File: config.mk
export PLATFORM = sky130hd
export DESIGN_NAME = http_chunked_body_decoder
export DESIGN_NICKNAME = d
export VERILOG_FILES = /design/src/rtl/hcbd_pkg.sv /design/src/rtl/hcbd_in_stage.sv /design/src/rtl/hcbd_core.sv /design/src/rtl/http_chunked_body_decoder.sv
export SDC_FILE = /design/constraint.sdc
export NUM_CORES = 1
export LEC_CHECK = 0
export BUFFER_PORTS_ARGS = -buffer_cell sky130_fd_sc_hd__buf_2
export CAP_MARGIN = 5
export CORE_MARGIN = 3
export CORE_UTILIZATION = 50
export DETAILED_ROUTE_END_ITERATION = 6
export PLACE_DENSITY = 0.66
export SYNTH_ARGS = -nofsm -noshare
export SYNTH_HDL_FRONTEND = slang
export SYNTH_SLANG_ARGS = --single-unit
File: constraint.sdc
create_clock -name clk -period 5.6 [get_ports clk]
set_input_delay 0.28 -clock clk [delete_from_list [all_inputs] [get_ports clk]]
set_output_delay 0.28 -clock clk [all_outputs]
set_load 0.005 [all_outputs]
File: src/rtl/hcbd_pkg.sv
package hcbd_pkg;

	// byte codes seen on the encoded stream
	localparam logic [7:0] BYTE_CR = 8'h0D;
	localparam logic [7:0] BYTE_LF = 8'h0A;
	localparam logic [7:0] CHAR_0  = 8'h30;
	localparam logic [7:0] CHAR_9  = 8'h39;
	localparam logic [7:0] CHAR_LA = 8'h61;
	localparam logic [7:0] CHAR_LF = 8'h66;
	localparam logic [7:0] CHAR_UA = 8'h41;
	localparam logic [7:0] CHAR_UF = 8'h46;

	// widths and reset values
	localparam int CAP_W   = 16;
	localparam int COUNT_W = 32;
	localparam logic [CAP_W-1:0] CAP_RESET = 16'd4096;

	// one raw byte request
	typedef struct packed {
		logic       start_of_body;
		logic [7:0] data_byte;
	} in_item_t;

	// one decoded result
	typedef struct packed {
		logic             out_valid;
		logic [7:0]       out_byte;
		logic [CAP_W-1:0] out_index;
		logic             overflow;
		logic             complete;
	} result_t;

endpackage

File: src/rtl/hcbd_in_stage.sv
module hcbd_in_stage (
	input  logic              clk,
	input  logic              arst_n,
	input  logic              in_valid,
	output logic              in_ready,
	input  hcbd_pkg::in_item_t in_item,
	output logic              item_valid,
	input  logic              item_ready,
	output hcbd_pkg::in_item_t item
);

	logic               valid_s1;
	hcbd_pkg::in_item_t item_s1;

	// stage is free when empty or draining this cycle
	assign in_ready   = !valid_s1 || item_ready;
	assign item_valid = valid_s1;
	assign item       = item_s1;

	// input register
	always_ff @(posedge clk or negedge arst_n) begin
		if (!arst_n) begin
			valid_s1 <= 1'b0;
		end else if (in_ready) begin
			valid_s1 <= in_valid;
		end
	end

	always_ff @(posedge clk) begin
		if (in_valid && in_ready) begin
			item_s1 <= in_item;
		end
	end

endmodule

File: src/rtl/hcbd_core.sv
module hcbd_core (
	input  logic                        clk,
	input  logic                        arst_n,
	input  logic                        cfg_valid,
	input  logic [hcbd_pkg::CAP_W-1:0]  cfg_data,
	input  logic                        item_valid,
	output logic                        item_ready,
	input  hcbd_pkg::in_item_t          item,
	output logic                        res_valid,
	input  logic                        res_ready,
	output hcbd_pkg::result_t           res
);

	typedef enum logic [1:0] {
		PH_SIZE    = 2'd0,
		PH_DATA    = 2'd1,
		PH_TRAILER = 2'd2,
		PH_DONE    = 2'd3
	} phase_t;

	phase_t                         phase_q, ph_cur, ph_nxt;
	logic [hcbd_pkg::COUNT_W-1:0]   rem_q, rem_cur, rem_nxt;
	logic [hcbd_pkg::CAP_W-1:0]     fill_q, fill_cur, fill_nxt;
	logic [hcbd_pkg::CAP_W-1:0]     cap_q;
	logic [hcbd_pkg::CAP_W:0]       fill_inc;
	logic [4:0]                     hex;
	logic                           advance;
	logic                           fire;
	logic                           valid_s2;
	hcbd_pkg::result_t              res_s2, res_nxt;

	// bit 4 flags a hex digit, low nibble is its value
	function automatic logic [4:0] hex_decode(input logic [7:0] c);
		logic [7:0] d;
		begin
			d = 8'd0;
			if (c >= hcbd_pkg::CHAR_0 && c <= hcbd_pkg::CHAR_9) begin
				d = c - hcbd_pkg::CHAR_0;
				hex_decode = {1'b1, d[3:0]};
			end else if (c >= hcbd_pkg::CHAR_LA && c <= hcbd_pkg::CHAR_LF) begin
				d = c - hcbd_pkg::CHAR_LA + 8'd10;
				hex_decode = {1'b1, d[3:0]};
			end else if (c >= hcbd_pkg::CHAR_UA && c <= hcbd_pkg::CHAR_UF) begin
				d = c - hcbd_pkg::CHAR_UA + 8'd10;
				hex_decode = {1'b1, d[3:0]};
			end else begin
				hex_decode = 5'd0;
			end
		end
	endfunction

	// output register frees up when empty or taken
	assign advance    = !valid_s2 || res_ready;
	assign item_ready = advance;
	assign fire       = item_valid && advance;
	assign res_valid  = valid_s2;
	assign res        = res_s2;

	// decode step for one byte
	always_comb begin
		ph_cur   = item.start_of_body ? PH_SIZE : phase_q;
		rem_cur  = item.start_of_body ? '0 : rem_q;
		fill_cur = item.start_of_body ? '0 : fill_q;
		ph_nxt   = ph_cur;
		rem_nxt  = rem_cur;
		fill_nxt = fill_cur;
		hex      = hex_decode(item.data_byte);
		fill_inc = {1'b0, fill_cur} + (hcbd_pkg::CAP_W+1)'(1);
		res_nxt  = '0;
		case (ph_cur)
			PH_SIZE: begin
				if (item.data_byte == hcbd_pkg::BYTE_LF) begin
					ph_nxt = (rem_cur == '0) ? PH_DONE : PH_DATA;
				end else if (hex[4]) begin
					rem_nxt = {rem_cur[hcbd_pkg::COUNT_W-5:0], hex[3:0]};
				end
			end
			PH_DATA: begin
				if (fill_inc < {1'b0, cap_q}) begin
					res_nxt.out_valid = 1'b1;
					res_nxt.out_byte  = item.data_byte;
					res_nxt.out_index = fill_cur;
					fill_nxt          = fill_inc[hcbd_pkg::CAP_W-1:0];
				end else begin
					res_nxt.overflow = 1'b1;
				end
				rem_nxt = rem_cur - hcbd_pkg::COUNT_W'(1);
				if (rem_nxt == '0) begin
					ph_nxt = PH_TRAILER;
				end
			end
			PH_TRAILER: begin
				if (item.data_byte == hcbd_pkg::BYTE_LF) begin
					rem_nxt = '0;
					ph_nxt  = PH_SIZE;
				end
			end
			default: begin
			end
		endcase
		res_nxt.complete = (ph_nxt == PH_DONE);
	end

	// decoder state, capacity register and output valid
	always_ff @(posedge clk or negedge arst_n) begin
		if (!arst_n) begin
			phase_q  <= PH_SIZE;
			rem_q    <= '0;
			fill_q   <= '0;
			cap_q    <= hcbd_pkg::CAP_RESET;
			valid_s2 <= 1'b0;
		end else begin
			if (cfg_valid) begin
				cap_q <= cfg_data;
			end
			if (advance) begin
				valid_s2 <= item_valid;
			end
			if (fire) begin
				phase_q <= ph_nxt;
				rem_q   <= rem_nxt;
				fill_q  <= fill_nxt;
			end
		end
	end

	// result register
	always_ff @(posedge clk) begin
		if (fire) begin
			res_s2 <= res_nxt;
		end
	end

endmodule

File: src/rtl/http_chunked_body_decoder.sv
// Chunked transfer-encoding body decoder, one byte per cycle while m_tready is high.
// s_* stream: raw body bytes in s_tdata, s_tuser set on the first byte of a
// new body, which restarts the size parser and the fill count.
// m_* stream: one result per input byte. m_tuser marks a payload byte to be
// stored at out_index; overflow marks a payload byte dropped for lack of
// buffer space; complete is set once the terminal zero-size chunk is seen.
// cfg_* channel: writes body_capacity (buffer size with terminator slot);
// cfg_ready is always high, so write it only while no byte is in flight.
// Each request is registered in the input register and then in the output
// register before its result is offered on the m_* stream.
// Throughput: one byte per cycle while m_tready is high, as the state updates once per byte.
// Reset: capacity returns to 4096, the parser to the size phase with zero
// count and fill, and both registers empty.
// When m_tready is low the output register holds its result; the input
// register takes one more byte only if it is empty, then s_tready drops.
module http_chunked_body_decoder (
	input  logic        clk,
	input  logic        arst_n,
	input  logic        cfg_valid,
	output logic        cfg_ready,
	input  logic [15:0] cfg_data,   // body_capacity
	input  logic        s_tvalid,
	output logic        s_tready,
	input  logic [7:0]  s_tdata,    // data_byte
	input  logic        s_tuser,    // start_of_body
	output logic        m_tvalid,
	input  logic        m_tready,
	output logic [31:0] m_tdata,    // out_byte[7:0], out_index[23:8], overflow[24],
	                                // complete[25], zero fill
	output logic        m_tuser     // out_valid
);

	hcbd_pkg::in_item_t in_item, item;
	hcbd_pkg::result_t  res;
	logic               item_valid;
	logic               item_ready;

	assign cfg_ready             = 1'b1;
	assign in_item.data_byte     = s_tdata;
	assign in_item.start_of_body = s_tuser;

	hcbd_in_stage u_in (
		.clk        (clk),
		.arst_n     (arst_n),
		.in_valid   (s_tvalid),
		.in_ready   (s_tready),
		.in_item    (in_item),
		.item_valid (item_valid),
		.item_ready (item_ready),
		.item       (item)
	);

	hcbd_core u_core (
		.clk        (clk),
		.arst_n     (arst_n),
		.cfg_valid  (cfg_valid),
		.cfg_data   (cfg_data),
		.item_valid (item_valid),
		.item_ready (item_ready),
		.item       (item),
		.res_valid  (m_tvalid),
		.res_ready  (m_tready),
		.res        (res)
	);

	// pack result fields onto the master stream
	assign m_tuser = res.out_valid;
	assign m_tdata = {6'd0, res.complete, res.overflow, res.out_index, res.out_byte};

endmodule

# Yosys cells after proc, flatten, opt, wreduce, memory -nomap -nowiden
# Cells that the tools add are included.
[op_classes] n_addsub=7 n_lt_le_gt_ge=7 n_eq_ne=4 muxes=19 reduce_logical=13
[ops] operator="$mux W32" count=4
[ops] operator="$pmux W32 S3" count=1
[ops] operator="$logic_not A32 Y1" count=2
[ops] operator="$mux W16" count=3
[ops] operator="$sub A32 B1 Y32 const B" count=1
[ops] operator="$mux W25" count=1
[ops] operator="$add A16 B1 Y17 const B" count=1
[ops] operator="$lt A17 B16 Y1" count=1
[ops] operator="$ge A8 B7 Y1 const B" count=2
[ops] operator="$le A8 B7 Y1 const B" count=2
[ops] operator="$mux W5" count=3
[ops] operator="$sub A4 B1 Y4 const B" count=3
[ops] operator="$mux W2" count=5
[ops] operator="$add A4 B4 Y4 const B" count=2
[ops] operator="$eq A8 B4 Y1 const B" count=1
[ops] operator="$ge A8 B6 Y1 const B" count=1
[ops] operator="$le A8 B6 Y1 const B" count=1
[ops] operator="$pmux W2 S3" count=1
[ops] operator="$logic_and A1 B1 Y1" count=5
[ops] operator="$eq A2 B2 Y1 const B" count=2
[ops] operator="$eq A2 B1 Y1 const B" count=1
[ops] operator="$logic_not A1 Y1" count=2
[ops] operator="$logic_not A2 Y1" count=1
[ops] operator="$logic_or A1 B1 Y1" count=2
[ops] operator="2 further kinds" count=2
[totals] reg_bits=104 inputBits=30 out_inout_bits=36 elab_cells=63

# Logic depth before layout (Yosys ltp)
# Gate-level depths: netlist of run 1.
[logic_depth] word_depth=8 ltp_mapped=22 ltp_nobuf=17

# Modules after synthesis
# From an unflattened synthesis of run 1, not the netlist that was laid out.
[unflattened] cells_unflattened=775 area_unflattened_um2=6723.9
[modules_own_cells] mod="hcbd_core" instances=1 cells_each=753 area_each_um2=6339.8 seq_area_each_um2=2488.6
[modules_own_cells] mod="hcbd_in_stage" instances=1 cells_each=13 area_each_um2=324.1 seq_area_each_um2=295.3
[modules_own_cells] mod="http_chunked_body_decoder" instances=1 cells_each=9 area_each_um2=60.1 seq_area_each_um2=0.0

# Worst setup path before layout of run 1
# Ideal clock, no wire load.
[synth_timing] path_kind="register to register" start="register u_in.item_s1, in the netlist u_in.item[8]" end="register u_core.fill_q[11] (netlist bit)" setup_ns=0.122 arrival_ns=4.618 required_ns=5.478 setup_slack_ns=0.861 stages_incl_launch_ff=23 path_buffers=5 synth_period_minus_slack_ns=4.739 path_cell_list="edfxtp_1 buf_2 inv_6 clkbuf_1 buf_1 nand2_1 inv_1 ha_1 and3_1 and2_1 nand3_1 or3_1 a21oi_1 ha_1 a21o_1 a21oi_1 o21ai_0 a211oi_1 o211a_2 clkbuf_1 clkbuf_1 mux2i_1 nand2_1"
[synth_via] elab_chain_len=5 word_cells_on_any_way=7 cone_classes="1 x add/sub; 1 x order compare; 1 x eq/ne; 4 x mux"
[synth_lines] item="start, declared" line_no="hcbd_in_stage.sv:13" source="hcbd_pkg::in_item_t item_s1;"
[synth_lines] item="start signal, assigned" line_no="hcbd_in_stage.sv:31" source="item_s1 <= in_item;"
[synth_lines] item="$mux W16 (*)" line_no="hcbd_core.sv:63" source="fill_cur = item.start_of_body ? '0 : fill_q;"
[synth_lines] item="named net u_core.fill_cur, one bit" line_no="hcbd_core.sv:23" source="logic [hcbd_pkg::CAP_W-1:0] fill_q, fill_cur, fill_nxt;"
[synth_lines] item="$add A16 B1 Y17 (*)" line_no="hcbd_core.sv:68" source="fill_inc = {1'b0, fill_cur} + (hcbd_pkg::CAP_W+1)'(1);"
[synth_lines] item="$lt A17 B16 Y1" line_no="hcbd_core.sv:79" source="if (fill_inc < {1'b0, cap_q}) begin"
[synth_lines] item="$mux W16 (*)" line_no="hcbd_core.sv:79"
[synth_lines] item="$mux W16 (*)" line_no="hcbd_core.sv:70" source="case (ph_cur)"
[synth_lines] item="end signal, assigned" line_no="hcbd_core.sv:122" source="fill_q <= fill_nxt;"
[synth_lines] item="end, declared" line_no="hcbd_core.sv:23"
# The timed path passes the listed nets; every way through them passes the cells marked *.
# A chain may end at the register's enable or synchronous reset.

# Worst setup path in the final report of run 1
[layout_timing] start="register u_in.item_s1, in the netlist u_in.item[8]" end="register u_core.fill_q[4] (netlist bit)"
# Same word-level chain as after synthesis.

==> results of run 1 <==
## layout make-up
cell class	count	area (µm²)
multi-input cells	554	3650
clock inverters	7	98.8
repair buffers	64	335
fillers	1173	5860
inverters	31	121
well taps	176	220
flip-flops and latches	104	2780
clock buffers	9	225
## path summary, 6_finish.rpt
path                       slack (ps)                      endpoint                         from  cells after the start
min in group asynchronous         120  u_core.cap_q[11]$_DFFE_PN0P_                       arst_n                      2
max in group asynchronous        4890  u_core.rem_q[10]$_DFFE_PN0P_                       arst_n                      2
hold / removal                     90        u_in.item[3]$_DFFE_PP_                   s_tdata[3]                      1
setup / recovery                  730  u_core.fill_q[4]$_DFFE_PN0P_       u_in.item[8]$_DFFE_PP_                     16
setup reg to reg                  730  u_core.fill_q[4]$_DFFE_PN0P_       u_in.item[8]$_DFFE_PP_                     16
hold reg to reg                   510  u_core.res_valid$_DFFE_PN0P_  u_in.item_valid$_DFFE_PN0N_                      1
## layer usage
| layer | wire [µm] | up-vias | GRT usage |
|---|---|---|---|
| li1 | - | 2806 | - |
| met1 | 7960 | 2906 | 0.353 |
| met2 | 8430 | 246 | 0.381 |
| met3 | 1460 | 26 | 0.0412 |
| met4 | 277 | 0 | 0.0789 |
| met5 | 0 | - | 0 |
## logic make-up (layout without fill, tap and decap cells)
| kind of cell | Yosys count | count (layout) | synth area share |
|---|---|---|---|
| muxes | 14 | 14 | 0.0212 |
| other | 2 | 7 | 0.00110 |
| and+or+nand+nor | 273 | 273 | 0.218 |
| DFF | 104 | 104 | 0.406 |
| buffers and inverters | 96 | 111 | 0.0647 |
| AOI/OAI and AO/OA | 217 | 217 | 0.221 |
| adders and majority gates | 23 | 23 | 0.0420 |
| xor gates and xnor gates | 20 | 20 | 0.0256 |
## through the flow
| stage | std cells | cell area [µm²] | hold WS (ps) | utilization |
|---|---|---|---|---|
| floorplan | 754 | 6870 | -15.6 | - |
| global placement | 929 | 7110 | 457 | 0.535 |
| detailed placement | 929 | 7110 | 458 | 0.535 |
| CTS | 945 | 7440 | 80.9 | 0.559 |
| global route | 945 | 7440 | 79.2 | 0.559 |
| finish | 945 | 7440 | 89.2 | 0.559 |
## placed cells by master, fill, tap and decap left out, drive strengths merged, types with 10 or more instances in the layout
master	instances
xnor2	14
mux2i	10
ha	23
a22o	21
a22oi	21
dfrtp	67
and2	29
o22ai	10
nor4	19
a21oi	29
buf	64
inv	33
nor2b	13
nor2	46
edfxtp	36
nand2	74
nand4	11
nand3	14
nor3	16
o21ai	55
## where the power goes
group	total [W]	internal, W	switching, W
logic	0.000605	0.000233	0.000373
registers	0.000955	0.000854	0.000102
clock network	0.000679	0.000360	0.000319
total	0.00224	0.00145	0.000793
## state kept, by name, indices dropped and copies added (netlist names)
name,flops
u_core.rem_q,32
u_core.res,27
u_core.cap_q,16
u_core.fill_q,16
u_in.item,9
u_core.phase_q,2
u_core.res_valid,1
u_in.item_valid,1
## worst max-delay path: stages, from the launching register on
cell      delay [ps]
edfxtp_1         460
buf_4            240
nor2b_1          180
ha_1             270
and3_1           230
and2_1           230
nand3_1          190
or3_1            350
a21oi_1          240
ha_1             290
a21o_1           190
a21oi_1          160
o21ai_0          100
a211oi_1         340
o211a_2          790
o21ai_1          250
a22o_1           250
==> reports/results.txt, run 1 <==
status - completed
Slew HR - 0.321
CTS hold repair buffers - 0
critical-path maximum fanout - 45
unrepaired setup endpoints after global routing - false
most common flop cell mapped by yosys - dfrtp_1
Critical Path End Type - flip-flop
Min-Delay Path Class - in2reg
post-DP HPWL - 12500 µm
CTS tree - done
Async SR Flop Fraction - 0.654
Clock Sinks - 104
I/O pin cnt - 66
clk slew on worst S/H paths - 80 ps
count of cell types in the netlist - 85
post-CTS setup buffer count - 0
final WL - 18100 µm
root buffer cell - clkbuf_16
setup_tns - 0 ps
max-cap viol count - 0
area of the core - 0.0133 mm²
number of flops mapped to enable cells by yosys - 36
GR Overflow Total - 0
Pins Over Slew Limit - 0
area delta synth->final - 8.57%
wire per inst - 19.2 µm
Max clock buf depth - 2
remaining antenna violation count - 0
vias in the first global route - 5589
Vias - 5984
Buffers on Ports - 58
starting density of the core - 0.515
clk_skew - 11.2 ps
Remaining DRCs - 0
dpl ws - 852 ps
Synth Cell Area - 0.00685 mm²
RePlAce Congestion - 0.912
CP Launch Type - flip-flop
Peak VDD IR - 0.000158 V
synth top area cells - dfrtp_1 24%, edfxtp_1 16%, ha_1 4.2%
arrival time at the worst endpoint - 5120 ps
final net count - 817
1st-iter DRT viols - 587
Yosys reg bits - 104
GRT Total Usage - 0.246
endpoints failing setup - 0
post-cts resize count - 0
First-pass DRT Iterations - 5
largest net degree at the start of global routing - 69
Leakage Power - 3.13 nW
Synth Warn # - 0
final worst slack - 727 ps
sequential-to-total area share from yosys stat - 0.406
total power - 0.00224 W
Tcrit/Tclk final - 0.870
Worst Max-Slew Pin Slew - 1020 ps
Antenna diodes - 0
final hold vios - 0
Die Ht - 123 µm
Synth top area share - 0.245
syn avg cell area - 9.14 µm²
cts bufs inserted - 9
FMAX - 205 MHz
die width - 123 µm
Row Count - 42
Mapped Cells - 749
most common cell in the netlist - nand2_1
min Tclk post-route - 4870 ps
CP Class - reg2reg
Via density - 6.33
layout cells sized above 1 - 0.138
H-Tree Depth - 3
post-synth top area cell - dfrtp_1
synth cell count leaders - 74 x nand2_1, 67 x dfrtp_1, 46 x nor2_1, 38 x clkbuf_1
Die Footprint - 0.0151 mm²
initial antenna violation count - 0
power density over the cells - 301 mW/mm²
Worst-Skew Late Latency - 360 ps
first-pass GRT wire length - 29400 µm
WP data required - 5840 ps
Note: power is estimated with default switching activity, not from simulation.
==> run 2, diff against run 1 <==
- CORE_UTILIZATION: 50 -> 40
- PLACE_DENSITY: 0.66 -> 0.55
- TNS_END_PERCENT: default -> 10
==> run 2 against run 1 <==
Net effect: non-clock buffer count rose by 2; largest power group unchanged; fmax rose by 2.8%; die area up 24%.
==> reports/results.txt, run 2 (synthesis results as in run 1) <==
RePlAce Congestion - 0.875
endpoints failing setup - 0
fillers - 1627
area delta synth->final - 9.23%
GR Overflow Total - 0
I/O pin cnt - 66
Antenna diodes - 0
CP Class - reg2reg
clk slew on worst S/H paths - 80 ps
worst reg2reg endpoint - u_core.fill_q[4]$_DFFE_PN0P_
worst r2r src - u_in.item[8]$_DFFE_PP_
min Tclk post-route - 4740 ps
Vias - 5940
Slew HR - 0.338
CTS hold repair buffers - 0
Peak VDD IR - 0.000161 V
post-CTS setup buffer count - 0
Via density - 5.99
Worst Max-Slew Pin Slew - 993 ps
max reg flops - 32
total power - 0.00220 W
Critical Path End Type - flip-flop
Leakage Power - 3.13 nW
CTS tree - done
final net count - 819
commonest non-fill, non-tap cell in the layout - nand2_1
Buffers on Ports - 58
Routed met2 length - 8440 µm
max layer used - met4
worst r2r path cells - 16
area of the core - 0.0166 mm²
die width - 137 µm
Reg with most FFs - u_core.rem_q
Metal-1 WL - 8710 µm
first-pass GRT wire length - 30500 µm
Die Footprint - 0.0187 mm²
Row Count - 47
1st-iter DRT viols - 501
wire per inst - 18.9 µm
cts bufs inserted - 9
final hold slack - 93.4 ps
CP Launch Type - flip-flop
critical-path maximum fanout - 45
clk_skew - 7.48 ps
Tcrit/Tclk final - 0.847
Max clock buf depth - 2
setup slack, reg-to-reg - 860 ps
power density over the cells - 294 mW/mm²
Min-Delay Path Class - in2reg
largest net degree at the start of global routing - 69
status - completed
unrepaired setup endpoints after global routing - false
initial antenna violation count - 0
post-cts resize count - 0
WP data required - 5850 ps
WL met3 - 1200 µm
H-Tree Depth - 3
starting density of the core - 0.412
layout cells sized above 1 - 0.140
final WL - 18700 µm
Clock Sinks - 104
vias in the first global route - 5677
Remaining DRCs - 0
most frequent cells in the layout - 74 x nand2_1, 67 x dfrtp_1, 58 x buf_2
arrival time at the worst endpoint - 4990 ps
FMAX - 211 MHz
final hold vios - 0
final design utilization - 0.450
root buffer cell - clkbuf_16
Hold Path Sink - u_in.item[7]$_DFFE_PP_
Hold Path Depth - 1
max-cap viol count - 0
hold path start - s_tdata[7]
First-pass DRT Iterations - 5
setup_tns - 0 ps
GRT Total Usage - 0.205
post-DP HPWL - 12900 µm
Die Ht - 137 µm
Pins Over Slew Limit - 0
remaining antenna violation count - 0
Worst-Skew Late Latency - 360 ps
-- run 2: cell count changes in the layout (fill, tap and decap cells not counted), sizes merged --
cell and delta:
buf +2, clkinv +2, clkinvlp -1, bufinv -1
-- run 2: final cells by class --
type,instances,area [µm²],share of cell area
Clock buffer,9,225,0.0301
Clock inverter,7,73.8,0.00987
Inverter,31,121,0.0162
Multi-Input combinational cell,554,3650,0.488
Sequential cell,104,2780,0.372
Tap cell,220,275,0.0368
Timing Repair Buffer,66,350,0.0468
-- run 2: worst max-delay path by stage --
stage | endpoint | cells past startpoint | slack (ps) | start
floorplan | u_core.fill_q[11]$_DFFE_PN0P_ | 22 | 860 | u_in.item[8]$_DFFE_PP_
global placement | u_core.fill_q[10]$_DFFE_PN0P_ | 16 | 1120 | u_in.item[8]$_DFFE_PP_
detailed placement | u_core.fill_q[4]$_DFFE_PN0P_ | 16 | 900 | u_in.item[8]$_DFFE_PP_
CTS | u_core.fill_q[4]$_DFFE_PN0P_ | 16 | 870 | u_in.item[8]$_DFFE_PP_
global route | u_core.fill_q[4]$_DFFE_PN0P_ | 16 | 480 | u_in.item[8]$_DFFE_PP_
finish | u_core.fill_q[4]$_DFFE_PN0P_ | 16 | 860 | u_in.item[8]$_DFFE_PP_
-- run 2: report_power, final --
| group | internal (W) | leakage [nW] | switching, W | total [W] |
|---|---|---|---|---|
| registers | 0.000853 | 1.25 | 0.000104 | 0.000957 |
| clock network | 0.000315 | 0.146 | 0.000322 | 0.000637 |
| logic | 0.000234 | 1.73 | 0.000371 | 0.000605 |
| total | 0.00140 | 3.13 | 0.000797 | 0.00220 |
-- run 2: worst max-delay path: stages, from the launching register on --
cell,delay [ps]
edfxtp_1,460
buf_4,250
nor2b_1,170
ha_1,240
and3_1,230
and2_1,220
nand3_1,180
or3_1,360
a21oi_1,210
ha_1,270
a21o_1,180
a21oi_1,140
o21ai_0,100
a211oi_1,290
o211a_2,810
o21ai_1,260
a22o_1,260
-- run 2: layer usage --
| layer | GRT usage | vias up |
|---|---|---|
| met5 | 0 | - |
| met1 | 0.298 | 2870 |
| met3 | 0.0287 | 28 |
| met4 | 0.0732 | 0 |
| li1 | - | 2810 |
| met2 | 0.311 | 232 |
-- run 2: through the flow --
stage / setup WS [ps] / area, µm² / cells
after floorplan: 861 / 6870 / 754
after global placement: 1120 / 7180 / 975
after detailed placement: 898 / 7180 / 975
after CTS: 868 / 7480 / 991
final: 857 / 7480 / 991
after global routing: 481 / 7480 / 991
